**config.mk**
```make
export PLATFORM = sky130hd
export DESIGN_NAME = checksummed_record_store_flat
export DESIGN_NICKNAME = d
export VERILOG_FILES = /design/src/hdl/crs_pkg.sv /design/src/hdl/crs_ifs.sv /design/src/hdl/crs_ctrl.sv /design/src/hdl/crs_dpath.sv /design/src/hdl/checksummed_record_store.sv /design/src/flat_wrapper.sv
export SDC_FILE = /design/constraint.sdc
export NUM_CORES = 1
export LEC_CHECK = 0
export ABC_AREA = 1
export BUFFER_PORTS_ARGS = -buffer_cell sky130_fd_sc_hd__buf_2
export CORE_MARGIN = 1.5
export CORE_UTILIZATION = 41
export CTS_BUF_LIST = sky130_fd_sc_hd__clkbuf_4 sky130_fd_sc_hd__clkbuf_8
export CTS_CLUSTER_SIZE = 16
export DETAILED_ROUTE_END_ITERATION = 12
export PLACE_DENSITY = 0.55
export SLEW_MARGIN = 0
export SYNTH_ARGS = -nofsm -noshare
export SYNTH_HDL_FRONTEND = slang
export SYNTH_SLANG_ARGS = --single-unit
```
**constraint.sdc**
```tcl
create_clock -name clk -period 4.7 [get_ports clk]
set_input_delay 0.705 -clock clk [delete_from_list [all_inputs] [get_ports clk]]
set_output_delay 0.705 -clock clk [all_outputs]
set_load 0.01 [all_outputs]
```
**src/hdl/crs_pkg.sv**
```systemverilog
`timescale 1ns / 1ps
// crs_pkg: constants, status codes, datapath operations and the
// controller/datapath command and status structs of the record store.
// No dependencies.
package crs_pkg;

  localparam int MAX_LEN      = 32;
  localparam int HDR_BYTES    = 3;
  localparam int SECTOR_DEPTH = MAX_LEN + HDR_BYTES + 1;
  localparam int SEC_AW       = $clog2(SECTOR_DEPTH);
  localparam int STG_AW       = $clog2(MAX_LEN);
  localparam int LEN_W        = 6;
  localparam int BYTE_W       = 8;
  localparam int ST_W         = 3;

  localparam logic [BYTE_W-1:0] MAGIC_A = 8'h5A;
  localparam logic [BYTE_W-1:0] MAGIC_B = 8'hA5;
  localparam logic [BYTE_W-1:0] ERASED  = 8'hFF;

  localparam logic [ST_W-1:0] ST_SAME    = 3'd0;
  localparam logic [ST_W-1:0] ST_WRITTEN = 3'd1;
  localparam logic [ST_W-1:0] ST_LOAD    = 3'd2;
  localparam logic [ST_W-1:0] ST_BAD     = 3'd3;
  localparam logic [ST_W-1:0] ST_EMPTY   = 3'd4;

  typedef enum logic [2:0] {
    OP_NONE,
    OP_READ,
    OP_CMP,
    OP_VAL,
    OP_ERASE,
    OP_WRITE,
    OP_SEEK,
    OP_NEXT
  } op_t;

  typedef struct packed {
    logic             take;
    op_t              op;
    logic             emit;
    logic             emit_pay;
    logic             emit_last;
    logic [ST_W-1:0]  emit_st;
  } ctl_cmd_t;

  typedef struct packed {
    logic is_load;
    logic commit;
    logic cmp_bad;
    logic val_bad;
    logic at_pay_end;
    logic at_ck;
    logic len_zero;
    logic out_free;
  } dp_stat_t;

endpackage

```
**src/hdl/crs_ifs.sv**
```systemverilog
`timescale 1ns / 1ps
// crs_in_if / crs_out_if: valid/ready channels of the record store.
// Depends on crs_pkg.
interface crs_in_if;
  import crs_pkg::*;
  logic              valid;
  logic              ready;
  logic              cmd;
  logic [LEN_W-1:0]  record_len;
  logic [BYTE_W-1:0] data;
  modport source (output valid, cmd, record_len, data, input ready);
  modport sink   (input valid, cmd, record_len, data, output ready);
endinterface

interface crs_out_if;
  import crs_pkg::*;
  logic              valid;
  logic              ready;
  logic [BYTE_W-1:0] data_res;
  logic              last;
  logic [ST_W-1:0]   status;
  modport source (output valid, data_res, last, status, input ready);
  modport sink   (input valid, data_res, last, status, output ready);
endinterface

```
**src/hdl/crs_ctrl.sv**
```systemverilog
`timescale 1ns / 1ps
// crs_ctrl: sequencer for save, compare/rewrite and load of the record.
// Depends on crs_pkg.
module crs_ctrl (
  input  logic               clk,
  input  logic               rst,
  input  logic               in_valid,
  output logic               in_ready,
  input  crs_pkg::dp_stat_t  stat,
  output crs_pkg::ctl_cmd_t  cmd
);
  import crs_pkg::*;

  typedef enum logic [11:0] {
    S_IDLE    = 12'b000000000001,
    S_CMP_RD  = 12'b000000000010,
    S_CMP_CHK = 12'b000000000100,
    S_ERASE   = 12'b000000001000,
    S_WR_RD   = 12'b000000010000,
    S_WR_WR   = 12'b000000100000,
    S_VAL_RD  = 12'b000001000000,
    S_VAL_CHK = 12'b000010000000,
    S_SEEK    = 12'b000100000000,
    S_LD_RD   = 12'b001000000000,
    S_LD_EMIT = 12'b010000000000,
    S_RESULT  = 12'b100000000000
  } state_t;

  state_t          state, state_next;
  logic [ST_W-1:0] res_st, res_st_next;

  always_ff @(posedge clk) begin
    if (rst) begin
      state  <= S_IDLE;
      res_st <= ST_SAME;
    end else begin
      state  <= state_next;
      res_st <= res_st_next;
    end
  end

  assign in_ready = (state == S_IDLE);

  always_comb begin
    state_next    = state;
    res_st_next   = res_st;
    cmd.take      = 1'b0;
    cmd.op        = OP_NONE;
    cmd.emit      = 1'b0;
    cmd.emit_pay  = 1'b0;
    cmd.emit_last = 1'b1;
    cmd.emit_st   = res_st;
    case (state)
      S_IDLE: begin
        cmd.take = in_valid;
        if (in_valid) begin
          if (stat.is_load) state_next = S_VAL_RD;
          else if (stat.commit) state_next = S_CMP_RD;
        end
      end
      S_CMP_RD: begin
        cmd.op     = OP_READ;
        state_next = S_CMP_CHK;
      end
      S_CMP_CHK: begin
        cmd.op = OP_CMP;
        if (stat.cmp_bad) begin
          state_next = S_ERASE;
        end else if (stat.at_pay_end) begin
          res_st_next = ST_SAME;
          state_next  = S_RESULT;
        end else begin
          state_next = S_CMP_RD;
        end
      end
      S_ERASE: begin
        cmd.op     = OP_ERASE;
        state_next = S_WR_RD;
      end
      S_WR_RD: begin
        cmd.op     = OP_READ;
        state_next = S_WR_WR;
      end
      S_WR_WR: begin
        cmd.op = OP_WRITE;
        if (stat.at_ck) begin
          res_st_next = ST_WRITTEN;
          state_next  = S_RESULT;
        end else begin
          state_next = S_WR_RD;
        end
      end
      S_VAL_RD: begin
        cmd.op     = OP_READ;
        state_next = S_VAL_CHK;
      end
      S_VAL_CHK: begin
        cmd.op = OP_VAL;
        if (stat.val_bad) begin
          res_st_next = ST_BAD;
          state_next  = S_RESULT;
        end else if (stat.at_ck) begin
          if (stat.len_zero) begin
            res_st_next = ST_EMPTY;
            state_next  = S_RESULT;
          end else begin
            state_next = S_SEEK;
          end
        end else begin
          state_next = S_VAL_RD;
        end
      end
      S_SEEK: begin
        cmd.op     = OP_SEEK;
        state_next = S_LD_RD;
      end
      S_LD_RD: begin
        cmd.op     = OP_READ;
        state_next = S_LD_EMIT;
      end
      S_LD_EMIT: begin
        cmd.emit_pay  = 1'b1;
        cmd.emit_last = stat.at_pay_end;
        cmd.emit_st   = ST_LOAD;
        if (stat.out_free) begin
          cmd.emit   = 1'b1;
          cmd.op     = OP_NEXT;
          state_next = stat.at_pay_end ? S_IDLE : S_LD_RD;
        end
      end
      S_RESULT: begin
        if (stat.out_free) begin
          cmd.emit   = 1'b1;
          state_next = S_IDLE;
        end
      end
      default: begin
        state_next = S_IDLE;
      end
    endcase
  end

endmodule

```
**src/hdl/crs_dpath.sv**
```systemverilog
`timescale 1ns / 1ps
// crs_dpath: staging buffer, sector store with erase flags, walk address,
// checksum accumulator and output register. Depends on crs_pkg.
module crs_dpath (
  input  logic                        clk,
  input  logic                        rst,
  input  crs_pkg::ctl_cmd_t           cmd,
  output crs_pkg::dp_stat_t           stat,
  input  logic                        in_cmd,
  input  logic [crs_pkg::LEN_W-1:0]   in_len,
  input  logic [crs_pkg::BYTE_W-1:0]  in_data,
  output logic                        out_valid,
  input  logic                        out_ready,
  output logic [crs_pkg::BYTE_W-1:0]  data_res,
  output logic                        last,
  output logic [crs_pkg::ST_W-1:0]    status
);
  import crs_pkg::*;

  logic [BYTE_W-1:0]       staging [MAX_LEN];
  logic [BYTE_W-1:0]       sec_mem [SECTOR_DEPTH];
  logic [SECTOR_DEPTH-1:0] sec_vld;

  logic [LEN_W-1:0]  lin, len, count, cnt_inc;
  logic              commit_now;
  logic [SEC_AW-1:0] addr, pay_end, ck_addr;
  logic [STG_AW-1:0] stg_idx;
  logic              in_hdr, in_pay, at_ck;
  logic [BYTE_W-1:0] hdr_byte, sec_q, stg_q, sec_byte, wbyte, sum;
  logic              sec_q_vld;

  assign lin        = (in_len > LEN_W'(MAX_LEN)) ? LEN_W'(MAX_LEN) : in_len;
  assign cnt_inc    = count + 1'b1;
  assign commit_now = !in_cmd && ((lin == '0) || (cnt_inc >= lin));

  assign pay_end  = SEC_AW'(len) + SEC_AW'(HDR_BYTES - 1);
  assign ck_addr  = SEC_AW'(len) + SEC_AW'(HDR_BYTES);
  assign in_hdr   = addr < SEC_AW'(HDR_BYTES);
  assign in_pay   = !in_hdr && (addr <= pay_end);
  assign at_ck    = (addr == ck_addr);
  assign stg_idx  = STG_AW'(addr - SEC_AW'(HDR_BYTES));
  assign sec_byte = sec_q_vld ? sec_q : ERASED;

  always_comb begin
    if (addr == '0) hdr_byte = MAGIC_A;
    else if (addr == SEC_AW'(1)) hdr_byte = MAGIC_B;
    else hdr_byte = BYTE_W'(len);
  end

  always_comb begin
    if (in_hdr) wbyte = hdr_byte;
    else if (in_pay) wbyte = stg_q;
    else wbyte = sum;
  end

  // control state
  always_ff @(posedge clk) begin
    if (rst) begin
      count     <= '0;
      sec_vld   <= '0;
      out_valid <= 1'b0;
    end else begin
      if (cmd.take && !in_cmd) count <= commit_now ? '0 : cnt_inc;
      if (cmd.op == OP_ERASE) sec_vld <= '0;
      else if (cmd.op == OP_WRITE) sec_vld[addr] <= 1'b1;
      if (cmd.emit) out_valid <= 1'b1;
      else if (out_ready) out_valid <= 1'b0;
    end
  end

  // memories
  always_ff @(posedge clk) begin
    if (cmd.take && !in_cmd && (lin != '0) && (count < LEN_W'(MAX_LEN)))
      staging[count[STG_AW-1:0]] <= in_data;
    if (cmd.op == OP_WRITE) sec_mem[addr] <= wbyte;
    if (cmd.op == OP_READ) begin
      stg_q     <= staging[stg_idx];
      sec_q     <= sec_mem[addr];
      sec_q_vld <= sec_vld[addr];
    end
  end

  // walk address and checksum
  always_ff @(posedge clk) begin
    if (cmd.take) begin
      len  <= lin;
      addr <= '0;
      sum  <= '0;
    end else begin
      case (cmd.op)
        OP_CMP, OP_NEXT: addr <= addr + 1'b1;
        OP_VAL: begin
          addr <= addr + 1'b1;
          if (in_pay) sum <= sum + sec_byte;
        end
        OP_WRITE: begin
          addr <= addr + 1'b1;
          if (in_pay) sum <= sum + stg_q;
        end
        OP_ERASE: begin
          addr <= '0;
          sum  <= '0;
        end
        OP_SEEK: addr <= SEC_AW'(HDR_BYTES);
        default: ;
      endcase
    end
  end

  // result beat register
  always_ff @(posedge clk) begin
    if (cmd.emit) begin
      data_res <= cmd.emit_pay ? sec_byte : '0;
      last     <= cmd.emit_last;
      status   <= cmd.emit_st;
    end
  end

  assign stat.is_load    = in_cmd;
  assign stat.commit     = commit_now;
  assign stat.cmp_bad    = in_hdr ? (sec_byte != hdr_byte) : (sec_byte != stg_q);
  assign stat.val_bad    = in_hdr ? (sec_byte != hdr_byte) : (at_ck && (sec_byte != sum));
  assign stat.at_pay_end = (addr == pay_end);
  assign stat.at_ck      = at_ck;
  assign stat.len_zero   = (len == '0);
  assign stat.out_free   = !out_valid || out_ready;

endmodule

```
**src/hdl/checksummed_record_store.sv**
```systemverilog
`timescale 1ns / 1ps
// Record store top: a save byte is taken in idle, giving no beat until the record completes.
// Commit: compares up to len+3 bytes (read, check); on mismatch erases, rewrites len+4 bytes
// (read, write), then result beat. Load: validates up to len+4 bytes, seeks, reads and emits
// each payload beat; loop is the single sector memory read port. A finished result beat waits
// in the output register. Reset (rst, sync): sector reads erased via per-entry flags cleared at once; count cleared.
module checksummed_record_store (
  input logic      clk,
  input logic      rst,
  crs_in_if.sink   in_ch,
  crs_out_if.source out_ch
);
  import crs_pkg::*;

  ctl_cmd_t cmd;
  dp_stat_t stat;

  crs_ctrl u_ctrl (
    .clk      (clk),
    .rst      (rst),
    .in_valid (in_ch.valid),
    .in_ready (in_ch.ready),
    .stat     (stat),
    .cmd      (cmd)
  );

  crs_dpath u_dpath (
    .clk       (clk),
    .rst       (rst),
    .cmd       (cmd),
    .stat      (stat),
    .in_cmd    (in_ch.cmd),
    .in_len    (in_ch.record_len),
    .in_data   (in_ch.data),
    .out_valid (out_ch.valid),
    .out_ready (out_ch.ready),
    .data_res  (out_ch.data_res),
    .last      (out_ch.last),
    .status    (out_ch.status)
  );

endmodule

```
**src/flat_wrapper.sv**
```systemverilog
// flat-port wrapper written by rule: the top's interface ports become plain ports
module checksummed_record_store_flat import crs_pkg::*;
  (clk, rst, in_ch_valid, in_ch_cmd, in_ch_record_len, in_ch_data, in_ch_ready, out_ch_valid, out_ch_data_res, out_ch_last, out_ch_status, out_ch_ready);
  crs_in_if in_ch_i ();
  crs_out_if out_ch_i ();
  input logic clk;
  input logic rst;
  input wire logic [$bits(in_ch_i.valid)-1:0] in_ch_valid;
  input wire logic [$bits(in_ch_i.cmd)-1:0] in_ch_cmd;
  input wire logic [$bits(in_ch_i.record_len)-1:0] in_ch_record_len;
  input wire logic [$bits(in_ch_i.data)-1:0] in_ch_data;
  output wire logic [$bits(in_ch_i.ready)-1:0] in_ch_ready;
  output wire logic [$bits(out_ch_i.valid)-1:0] out_ch_valid;
  output wire logic [$bits(out_ch_i.data_res)-1:0] out_ch_data_res;
  output wire logic [$bits(out_ch_i.last)-1:0] out_ch_last;
  output wire logic [$bits(out_ch_i.status)-1:0] out_ch_status;
  input wire logic [$bits(out_ch_i.ready)-1:0] out_ch_ready;
  assign in_ch_i.valid = in_ch_valid;
  assign in_ch_i.cmd = in_ch_cmd;
  assign in_ch_i.record_len = in_ch_record_len;
  assign in_ch_i.data = in_ch_data;
  assign in_ch_ready = in_ch_i.ready;
  assign out_ch_valid = out_ch_i.valid;
  assign out_ch_data_res = out_ch_i.data_res;
  assign out_ch_last = out_ch_i.last;
  assign out_ch_status = out_ch_i.status;
  assign out_ch_i.ready = out_ch_ready;
  checksummed_record_store u_core (.clk(clk), .rst(rst), .in_ch(in_ch_i), .out_ch(out_ch_i));
endmodule
```
## Word level (Yosys, flattened, before mapping)

Memories as Yosys holds them, arrays and structs flattened. A register that Yosys moved wholly into a read port is not among the register bits.
Index checks and enable logic that the tools add are counted.

| operators by class | value |
|---|---|
| add/sub/neg operators | 7 |
| order comparisons | 7 |
| equal/unequal tests | 36 |
| mux-type cells | 49 |
| bitwise operators | 1 |
| reduce and logical (&&, ||, !) cells | 26 |

Operators with widths:

| operator | number |
|---|---|
| one-hot mux 12 bit (12 select lines) | 1 |
| 2-to-1 mux 12 bit | 11 |
| 2-to-1 mux 8 bit | 7 |
| OR 36 bit | 1 |
| inequality test 8 bit | 3 |
| one-hot mux 8 bit (3 select lines) | 1 |
| one-hot mux 3 bit (7 select lines) | 1 |
| logical NOT 6 bit | 3 |
| 2-to-1 mux 3 bit | 6 |
| one-hot mux 6 bit (3 select lines) | 1 |
| adder 8 bit | 2 |
| adder 6 x 1 -> 6 bit (second input constant) | 2 |
| adder 6 x 2 -> 6 bit (second input constant) | 2 |
| equality test 12 x 1 -> 1 bit (second input constant) | 1 |
| equality test 12 x 10 -> 1 bit (second input constant) | 1 |
| equality test 12 x 11 -> 1 bit (second input constant) | 1 |
| equality test 12 bit (second input constant) | 1 |
| equality test 12 x 2 -> 1 bit (second input constant) | 1 |
| equality test 12 x 3 -> 1 bit (second input constant) | 1 |
| equality test 12 x 4 -> 1 bit (second input constant) | 1 |
| equality test 12 x 5 -> 1 bit (second input constant) | 1 |
| equality test 12 x 6 -> 1 bit (second input constant) | 1 |
| equality test 12 x 7 -> 1 bit (second input constant) | 1 |
| equality test 12 x 8 -> 1 bit (second input constant) | 1 |
| other kinds (38) | 74 |

| word-level totals | value |
|---|---|
| register bits after elaboration | 91 |
| bits in writable memories | 544 |
| input port bits | 19 |
| output and inout bits | 14 |
| logic and storage cells | 140 |
| memories kept | 2 |

Memory list:

| name | depth | width | rd ports | clocked after Yosys merged registers in | write ports | RTL line | text |
|---|---|---|---|---|---|---|---|
| u_core.u_dpath.sec_mem | 36 | 8 | 1 | 1 | 1 | crs_dpath.sv:21 | `logic [BYTE_W-1:0] sec_mem [SECTOR_DEPTH];` |
| u_core.u_dpath.staging | 32 | 8 | 1 | 1 | 1 | crs_dpath.sv:20 | `logic [BYTE_W-1:0] staging [MAX_LEN];` |

## Depth between registers and ports, before layout

Gate-level depths: netlist (run 1).

| depth | value |
|---|---|
| depth in word-level cells | 9 |
| gate-level depth with buffers | 21 |
| depth with buffers taken out | 20 |

## Modules after synthesis

A second synthesis (run 1) with hierarchy kept.

| unflattened totals | value |
|---|---|
| cells, all modules | 2603 |
| area total of the unflattened synthesis | 28061.9 µm² |

Modules (own cells, without submodules):

| module | times used | cells each | area an instance (µm²) |
|---|---|---|---|
| crs_dpath | 1 | 2427 | 26980.9 |
| crs_ctrl | 1 | 176 | 1081.0 |

## Worst setup path after synthesis (run 1)

No wires, ideal clock.

| timing | value |
|---|---|
| path kind | register to register |
| from | reg u_core.u_dpath.addr[0] |
| to | mem u_core.u_dpath.sec_mem[0][4], data pin |
| library setup time | 421 ps |
| arrival | 3184 ps |
| setup slack | 1095 ps |
| stages on the path, launching flop included | 13 |
| buffers on the path | 4 |
| period minus slack after synthesis | 3605 ps |
| cells stage by stage | dfxtp_1 > buf_4 > inv_2 > clkbuf_1 > clkbuf_1 > ha_1 > nor2_1 > o211ai_1 > o211ai_1 > nand2_1 > buf_1 > a211oi_1 > a31oi_1 |

| on the way | value |
|---|---|
| longest elaborated chain between the ends | 5 |

Ends and longest elaborated chain:

| what | RTL line | text |
|---|---|---|
| from (decl) | crs_dpath.sv:26 | `logic [SEC_AW-1:0] addr, pay_end, ck_addr;` |
| from (signal assigned) | crs_dpath.sv:91 | `OP_CMP, OP_NEXT: addr <= addr + 1'b1;` |
| from (signal assigned) | crs_dpath.sv:93 | `addr <= addr + 1'b1;` |
| from (signal assigned) | crs_dpath.sv:97 | `addr <= addr + 1'b1;` |
| < comparator 6 x 2 -> 1 bit | crs_dpath.sv:38 | `assign in_hdr = addr < SEC_AW'(HDR_BYTES);` |
| logical NOT 1 bit | crs_dpath.sv:39 | `assign in_pay = !in_hdr && (addr <= pay_end);` |
| logical AND 1 bit | crs_dpath.sv:39 |  |
| 2-to-1 mux 8 bit | crs_dpath.sv:52 | `else if (in_pay) wbyte = stg_q;` |
| 2-to-1 mux 8 bit * | crs_dpath.sv:51 | `if (in_hdr) wbyte = hdr_byte;` |
| via u_core.u_dpath.wbyte[4] | crs_dpath.sv:29 | `logic [BYTE_W-1:0] hdr_byte, sec_q, stg_q, sec_byte, wbyte, sum;` |
| to (decl) | crs_dpath.sv:21 |  |

The timed path passes the listed nets; every way through them passes the cells marked *.

## Worst setup path after layout (run 1)

| timing | value |
|---|---|
| from | reg u_core.u_dpath.addr[0] |
| to | mem u_core.u_dpath.sec_mem[4][3], data pin |

The elaborated chain is that of the path after synthesis.

==> out/metrics.cfg, run 1 <==
[sta]
finClkSkew_ps=71.0
fmaxAchievable_mhz=267
drv_slew=0
setup_viol=0
slew_headroom_pct=14.3
worstMarginPinSlew_ps=1280
hold_violations=0
min_period_over_period_pct=79.7
rsz0062_at_grt=no
finalSetupTns_ps=0
min_period_ps=3750
hold_ws_ps=246

[pwr]
power_per_cell_area_mw_per_mm2=556
p_leak_nw=10.7
ir_drop_mv=0.392

[floorplan]
die_x_um=261
initial_core_util_pct=41.4
die-area_sq_mm=0.0679
die_height_um=261
ioPinCount=33
num_rows=94
coreArea_sq_mm=0.0657

[route]
routed-via-count=18100
ant_nets=0
wl_mm=73.5
wire_per_inst_um=22.3
drt_iter0_markers=1580
dr.pass1.iters=5
drc_errors=0
viasPerCell=5.48

[grt]
grt-ovfl-total=0
grt_max_degree=79
grt.total_usage_pct=21.6
antenna_found_initial=0
grt_pass1_vias=17800
grt_pass1_wl_mm=110

[clock_tree]
htreeDepth=3
cts_tree=built
cts_buffer_depth=3
hold_buffers=0
path_clk_slew_ps=60
postCtsSetupBuffers=0
clkSinkCount=651
post_cts_resize_count=0
root_buffer=clkbuf_8
cts_made_buffers=107
clock_latency_ps=770

[synth]
synth_cells=2263
synth_top_area_share_pct=63.9
ys_seq_elements=651
synthFlopType=edfxtp_1
avgSynthCellArea_sq_um=12.0
ys_seq_area_share_pct=69.2
yosysTopAreaCell=edfxtp_1
synth_area_leaders=edfxtp_1 64%, nor2_1 5.7%, dfxtp_1 5.3%, nand2_1 4.3%, o21ai_0 2.3%
synthDistinctLibCells=55
ys_warn_count=0
syn_nets=2312
synth-edff-count=579
ys_async_sr_fraction_pct=0
netlist_area_sq_mm=0.0272

[status]
status=finished, final reports clean

[placement]
dpl_cell_area_sq_mm=0.0283
portBuffers=32
gp_congestion=0.901
dp_cells=3093
dp_hpwl_mm=45.6

[setup_path]
crit_arrival_ps=4350
crit_fanout=52
crit_required_ps=5300
reg2reg_slack_ps=950
critical_path.slowest_cell=o221ai_2
critPathLaunchType=flip-flop
crit_path_end_kind=flip-flop
cp_common_cell=nand2_1
cp_num_buf_inv=2
cpLargestDelayFamily=simple AND/OR/NAND/NOR gates
cp_slowest_stage_delay_ps=870
worstPathCellList=inv_4 -> ha_1 -> nand4_1 -> nand2_1 -> nand2_1 -> o221ai_2 -> buf_4
worstSetupPathType=reg -> reg

[cells_and_area]
drive_above_1_share_pct=12.9
layout_commonest_cell=edfxtp_1
finalNetCount=2387
layout_common_cells=579 x edfxtp_1, 414 x nor2_1, 311 x nand2_1
fin_cells=3296
final_area_sq_mm=0.0306
area_growth_pct=12.6

[run]
cap_violations=0

[worst_hold_path]
hold_class=in -> reg

==> registers in the layout, summed over array words and instances (netlist names), 3 cells and up <==
register                 count
u_core.u_dpath.addr          6
u_core.u_dpath.data_res      8
u_core.u_dpath.len           6
u_core.u_dpath.staging     256
u_core.u_ctrl.state         12
u_core.u_dpath.stg_q         8
u_core.u_dpath.status        3
u_core.u_dpath.sec_mem     288
u_core.u_dpath.sum           8
u_core.u_dpath.count         6
u_core.u_ctrl.res_st         3
u_core.u_dpath.sec_vld      36
u_core.u_dpath.sec_q         8
==> cells in the mapped netlist, types with 15 or more instances <==
| cell type | instances |
|---|---|
| buf_2 | 29 |
| nand2_1 | 311 |
| dfxtp_1 | 72 |
| o221ai_1 | 26 |
| edfxtp_1 | 579 |
| o32ai_1 | 39 |
| a22oi_1 | 33 |
| nand4_1 | 49 |
| nor2_1 | 414 |
| a22o_1 | 21 |
| mux2i_1 | 25 |
| xor2_1 | 15 |
| inv_1 | 130 |
| ha_1 | 29 |
| nand3_1 | 55 |
| clkbuf_1 | 57 |
| a31oi_1 | 16 |
| a221oi_1 | 25 |
| o21ai_0 | 126 |
| a21oi_1 | 55 |
| nor3_1 | 16 |
| o211ai_1 | 25 |
==> per-stage QoR <==
| stage | util (%) | total power, mW | setup WS (ps) |
|---|---|---|---|
| detailed placement | 43.1 | 11.9 | 984 |
| global route | 46.6 | 17.8 | 689 |
| finish | 46.6 | 17.0 | 953 |
| CTS | 46.6 | 17.1 | 1030 |
| floorplan | - | 10.2 | 1090 |
| global placement | 43.1 | 11.8 | 1090 |
==> per-layer routing <==
metal  up-vias  track usage (%)  share of wire [%]
li1       8358                -                  -
met1      8993             29.4                 43
met2       585             36.1                 49
met3       118             3.14                5.8
met4         0             6.39                2.3
met5         -                0                  0
==> layout make-up <==
cell class,instances,area (sq um)
fill,5937,35100
timing repair buffer,67,423
clock inverter,46,418
sequential,651,18800
antenna,1,2.50
multi-input combinational,1364,7450
tap,864,1080
inverter,147,557
clock buffer,156,1880
==> logic make-up after synthesis <==
logic type      synth area share (%)
fa+ha+maj                       1.41
mux                            0.919
compound gates                  9.79
buf+inv                         3.77
flops                           69.2
simple gates                    14.1
xor+xnor                       0.786
==> where the power goes <==
part,switching [mW],total (mW),internal [mW]
clock network,2.36,5.26,2.89
registers,0.184,7.33,7.15
logic,3.21,4.44,1.23
==> worst reg2reg max path, cell delays in order, from the launching register on <==
cell and delay (ps):
dfxtp_4 830, inv_4 270, ha_1 390, nand4_1 260, nand2_1 450, nand2_1 200
o221ai_2 870, buf_4 360
==> final timing paths <==
path,to,startpoint,cells after the start
max,u_core.u_dpath.sec_mem[4][3]$_DFFE_PP_,u_core.u_dpath.addr[0]$_SDFFE_PP0P_,7
min,u_core.u_dpath.len[5]$_DFFE_PP_,in_ch_record_len[5],1
max reg2reg,u_core.u_dpath.sec_mem[4][3]$_DFFE_PP_,u_core.u_dpath.addr[0]$_SDFFE_PP0P_,7
min reg2reg,u_core.u_dpath.sec_vld[1]$_SDFFE_PP0P_,u_core.u_dpath.sec_vld[1]$_SDFFE_PP0P_,2
(Power assumes the default switching activity.)
==> inputs of run 2 (changes only) <==
Settings changed: ABC_AREA 1 to 0.
Clock period 4.7 ns to 3.9 ns, I/O delays scaled along.
==> out/metrics.cfg, run 2 <==
[setup_path]
crit_required_ps=4230
r2r_start=u_core.u_dpath.len[1]$_DFFE_PP_
crit_arrival_ps=3970
critPathLaunchType=flip-flop
worstSetupPathType=reg -> reg
cp-startpoint=u_core.u_dpath.len[1]$_DFFE_PP_
crit_fanout=18
ff2ff_path_depth=11
crit_path_end_kind=flip-flop

[synth]
yosysTopAreaCell=edfxtp_1
syn_nets=1736
ys_seq_elements=651
netlist_area_sq_mm=0.0267
ys_warn_count=0
ys_async_sr_fraction_pct=0
avgSynthCellArea_sq_um=15.8
synth-edff-count=579
synth_commonest_cells=579 x edfxtp_1, 135 x nor2_1, 101 x a22oi_1
synth_top_area_share_pct=65.1
ys_seq_area_share_pct=70.5
synth_cells=1687
synthFlopType=edfxtp_1
synth_most_common_cell=edfxtp_1
synthDistinctLibCells=73
synth_area_leaders=edfxtp_1 65%, mux4_2 7.5%, dfxtp_1 5.4%, a22oi_1 2.8%, nor2_1 1.9%

[clock_tree]
root_buffer=clkbuf_8
postCtsSetupBuffers=0
clock_latency_ps=730
htreeDepth=3
cts_buffer_depth=3
clkSinkCount=651
cts_made_buffers=105
path_clk_slew_ps=60
cts_tree=built
post_cts_resize_count=0
hold_buffers=0

[sta]
hold_violations=0
min_period_over_period_pct=93.2
setup_viol=0
min_period_ps=3640
fmaxAchievable_mhz=275
worstMarginPinSlew_ps=1140
slew_headroom_pct=23.8
drv_slew=0
finalSetupTns_ps=0
finClkSkew_ps=63.6
rsz0062_at_grt=no

[route]
dr.pass1.iters=5
routed-via-count=15900
drc_errors=0
ant_nets=0
wl_mm=68.2
wire_per_inst_um=24.3
drt_iter0_markers=1554
viasPerCell=5.67

[grt]
grt_pass1_vias=16000
grt_max_degree=81
antenna_found_initial=1
grt_pass1_wl_mm=102
grt.total_usage_pct=20.4
grt-ovfl-total=0

[floorplan]
die-area_sq_mm=0.0667
die_height_um=258
initial_core_util_pct=41.4
num_rows=93
coreArea_sq_mm=0.0645
ioPinCount=33
die_x_um=258

[status]
status=finished, final reports clean

[worst_hold_path]
min-delay-start=in_ch_record_len[5]
min_path_cells=1
hold_class=in -> reg

[cells_and_area]
finish.utilization_pct=48.1
largest_register_ffs=288
drive_above_1_share_pct=24.4
finalNetCount=1904
area_growth_pct=16.0
layout_common_cells=579 x edfxtp_1, 134 x nor2_1, 120 x clkbuf_8
layout_commonest_cell=edfxtp_1
largest_register=u_core.u_dpath.sec_mem

[placement]
portBuffers=32
dp_hpwl_mm=41.9
gp_congestion=0.873

[pwr]
ir_drop_mv=0.275
p_leak_nw=10.8
power_per_cell_area_mw_per_mm2=463

[run]
cap_violations=0

## run 2: changes by cell type in the layout (fill, tap and decap cells not counted), moves of 41 or more
cell,change
a22oi_1,+68
buf_4,+82
inv_1,-104
mux4_2,+89
nand2_1,-251
nor2_1,-280
o21a_1,+41
o21ai_0,-89
## run 2: path summary, 6_finish.rpt
path / to / slack [ps]
hold reg to reg: u_core.u_dpath.sec_vld[17]$_SDFFE_PP0P_ / 460
setup reg to reg: u_core.u_dpath.sec_mem[21][1]$_DFFE_PP_ / 260
hold / removal: u_core.u_dpath.len[5]$_DFFE_PP_ / 120
setup / recovery: u_core.u_dpath.sec_mem[21][1]$_DFFE_PP_ / 260
## run 2: cells by family (layout without fill, tap and decap cells)
logic type | count (synthesis) | count (layout) | synth area share (%)
simple gates | 395 | 395 | 7.65
flops | 651 | 651 | 70.5
other cells | 0 | 2 | 0
fa+ha+maj | 30 | 30 | 1.43
buf+inv | 121 | 378 | 1.76
mux | 105 | 107 | 8.15
xor+xnor | 37 | 37 | 1.21
compound gates | 348 | 348 | 9.29
## run 2: metal layers
metal / vias up / routed length, um / track usage (%) / share of wire [%]
met1: 8133 / 30300 / 28.5 / 44
li1: 7127 / - / - / -
met3: 127 / 3820 / 3.63 / 5.6
met5: - / 0 / 0 / 0
met4: 0 / 1870 / 7.10 / 2.7
met2: 494 / 32200 / 32.2 / 47
## run 2: stage by stage
| stage | instance area (sq um) | hold WS (ps) | cells | setup WS, ps | power [mW] |
|---|---|---|---|---|---|
| 6_report | 31000 | 121 | 2803 | 264 | 14.3 |
| 5_1_grt | 31000 | 77.6 | 2802 | 112 | 14.9 |
| 4_1_cts | 30900 | 53.9 | 2799 | 126 | 14.5 |
| 3_5_place_dp | 28600 | 455 | 2601 | 194 | 8.24 |
| 3_3_place_gp | 28600 | 447 | 2601 | 298 | 8.23 |
| 2_1_floorplan | 26700 | 441 | 1687 | 190 | 8.04 |
## run 2: worst max-delay path, stage by stage (launching register included)
cell,delay (ps)
edfxtp_1,500
inv_1,140
ha_1,320
ha_1,310
o21a_1,110
o21a_1,160
o21a_1,170
o21a_1,190
o21ai_2,260
buf_4,170
mux2i_1,580
mux2i_4,350
## run 2: power by group
| part | internal (mW) | switching [mW] |
|---|---|---|
| combinational | 0.170 | 0.297 |
| sequential | 7.57 | 0.0545 |
| clock | 3.47 | 2.77 |
## run 2: layout make-up
cell class,instances,area [sq um]
clock buffer,155,1910
multi-input combinational,917,7570
timing repair buffer,153,1120
sequential,651,18800
tap,855,1070
fill,5535,33500
clock inverter,43,377
inverter,27,101
antenna,2,5.00
==> inputs of run 3 (changes only) <==
Settings changed: PLACE_DENSITY 0.55 to 0.61.
==> out/metrics.cfg, run 3 (synthesis results as in run 2) <==
[pwr]
p_int_mw=10.8
ir_drop_mv=0.383
swShare_pct=21.9
pwr-share-comb_pct=3.3
seqPwrFrac_pct=55.1
power_per_cell_area_mw_per_mm2=451
switchingPower_mw=3.02
clock_power_share_pct=41.5
p_leak_nw=10.6

[floorplan]
coreArea_sq_mm=0.0645
num_rows=93
initial_core_util_pct=41.4
ioPinCount=33
die_height_um=258
die_x_um=258
die-area_sq_mm=0.0667

[worst_hold_path]
whs_endpoint=u_core.u_dpath.len[5]$_DFFE_PP_
min_path_cells=1
min-delay-start=in_ch_record_len[5]
hold_class=in -> reg

[clock_tree]
htreeDepth=3
clkSinkCount=651
root_buffer=clkbuf_8
cts_buffer_depth=3
cts_tree=built
path_clk_slew_ps=70
cts_made_buffers=100
postCtsSetupBuffers=0
clock_latency_ps=730
hold_buffers=0

[sta]
slew_headroom_pct=24.0
fmaxAchievable_mhz=265
finalSetupTns_ps=0
min_period_ps=3780
hold_violations=0
worstMarginPinSlew_ps=1140
rsz0062_at_grt=no
min_period_over_period_pct=96.8
finClkSkew_ps=59.4
drv_slew=0
setup_viol=0

[cells_and_area]
multi_input_area_sq_mm=0.00754
drive_above_1_share_pct=22.9
largest_register=u_core.u_dpath.sec_mem
seqCellArea_sq_mm=0.0188
layout_commonest_cell=edfxtp_1
finalNetCount=1892
area_growth_pct=14.9
finish.utilization_pct=47.6
n_fill_cell=5533
layout_common_cells=579 x edfxtp_1, 134 x nor2_1, 108 x buf_4
largest_register_ffs=288

[setup_path]
critPathLaunchType=flip-flop
worstSetupPathType=reg -> reg
worstPathCellList=inv_1 -> ha_1 -> ha_1 -> o21a_1 -> o21a_1 -> o21a_1 -> o21a_1 -> o21ai_1 -> mux2i_1 -> mux2i_4
critical_path.slowest_cell=mux2i_1
crit_path_end_kind=flip-flop
r2r_start=u_core.u_dpath.len[1]$_DFFE_PP_
crit_arrival_ps=4110
cp_slowest_stage_delay_ps=670
ff2ff_path_depth=10
r2r-end=u_core.u_dpath.sec_mem[1][4]$_DFFE_PP_
reg2reg_slack_ps=120
cp_num_buf_inv=1
cp_common_cell=o21a_1
crit_required_ps=4240
crit_fanout=18
cpLargestDelayFamily=compound AO/OA/AOI/OAI gates

[status]
status=finished, final reports clean

[route]
drc_errors=0
dr.pass1.iters=6
ant_nets=0
routed-via-count=16000
wl_mm=66.7
wire_per_inst_um=24.0
drt_iter0_markers=1616
viasPerCell=5.76

[placement]
gp_congestion=0.905
portBuffers=32
dp_hpwl_mm=40.6

[run]
cap_violations=0

[grt]
grt_pass1_wl_mm=99.8
grt_pass1_vias=15900
grt.total_usage_pct=20.0
grt-ovfl-total=0
antenna_found_initial=1
grt_max_degree=81

## run 3: changes by cell type in the layout (fill, tap and decap cells not counted), moves of 2 or more
cell / delta
buf_12: +3
inv_12: +2
clkinv_2: -5
buf_4: -9
clkbuf_8: -19
clkinv_1: +11
clkbuf_4: +2
inv_16: -2
## run 3: how the worst max path moves through the flow
stage / startpoint / end / slack (ps) / cells after the start
2_1_floorplan: u_core.u_dpath.len[1]$_DFFE_PP_ / u_core.u_dpath.sec_mem[0][0]$_DFFE_PP_ / 190 / 10
3_3_place_gp: u_core.u_dpath.len[1]$_DFFE_PP_ / u_core.u_dpath.sec_mem[19][4]$_DFFE_PP_ / 370 / 10
3_5_place_dp: u_core.u_dpath.len[1]$_DFFE_PP_ / u_core.u_dpath.sec_mem[16][4]$_DFFE_PP_ / 180 / 10
4_1_cts: u_core.u_dpath.len[1]$_DFFE_PP_ / u_core.u_dpath.sec_mem[34][4]$_DFFE_PP_ / 170 / 10
5_1_grt: u_core.u_dpath.len[1]$_DFFE_PP_ / u_core.u_dpath.sec_mem[32][1]$_DFFE_PP_ / 20 / 10
6_report: u_core.u_dpath.len[1]$_DFFE_PP_ / u_core.u_dpath.sec_mem[1][4]$_DFFE_PP_ / 120 / 10
## run 3: per-layer routing
layer | part of all wire, % | track usage [%] | wire length, um
met3 | 6.1 | 3.37 | 4080
met1 | 43 | 27.5 | 28900
met5 | 0 | 0 | 0
met2 | 49 | 32.5 | 32400
met4 | 2.0 | 6.16 | 1340
## run 3: area by class of cell
class / instances / share of cell area, %
Antenna cell: 1 / 0.00815
Timing Repair Buffer: 147 / 3.62
Clock inverter: 47 / 1.19
Tap cell: 855 / 3.49
Multi-Input combinational cell: 916 / 24.6
Inverter: 27 / 0.330
Clock buffer: 138 / 5.43
Sequential cell: 651 / 61.4
## run 3: per-stage QoR
step	area [sq um]	total power, mW	worst slack (ps)	hold slack, ps	std cells
after floorplan	26700	8.04	190	441	1687
after detailed placement	28600	8.23	182	453	2595
final	30700	13.8	124	145	2782
after CTS	30700	14.0	166	96.6	2780
after global routing	30700	14.3	22.9	116	2782
after global placement	28600	8.22	373	447	2595
## run 3: power by group through the flow
stage | sequential (mW) | clock (mW) | combinational (mW)
floorplan | 7.74 | 0 | 0.296
global placement | 7.77 | 0 | 0.454
detailed placement | 7.77 | 0 | 0.459
CTS | 7.62 | 5.87 | 0.460
global route | 7.62 | 6.17 | 0.508
finish | 7.63 | 5.75 | 0.463
## run 3: what timing repair did
item,in CTS,in global routing
hold endpoints to repair,0,0
setup endpoints to repair,0,36
gates resized for setup,0,1
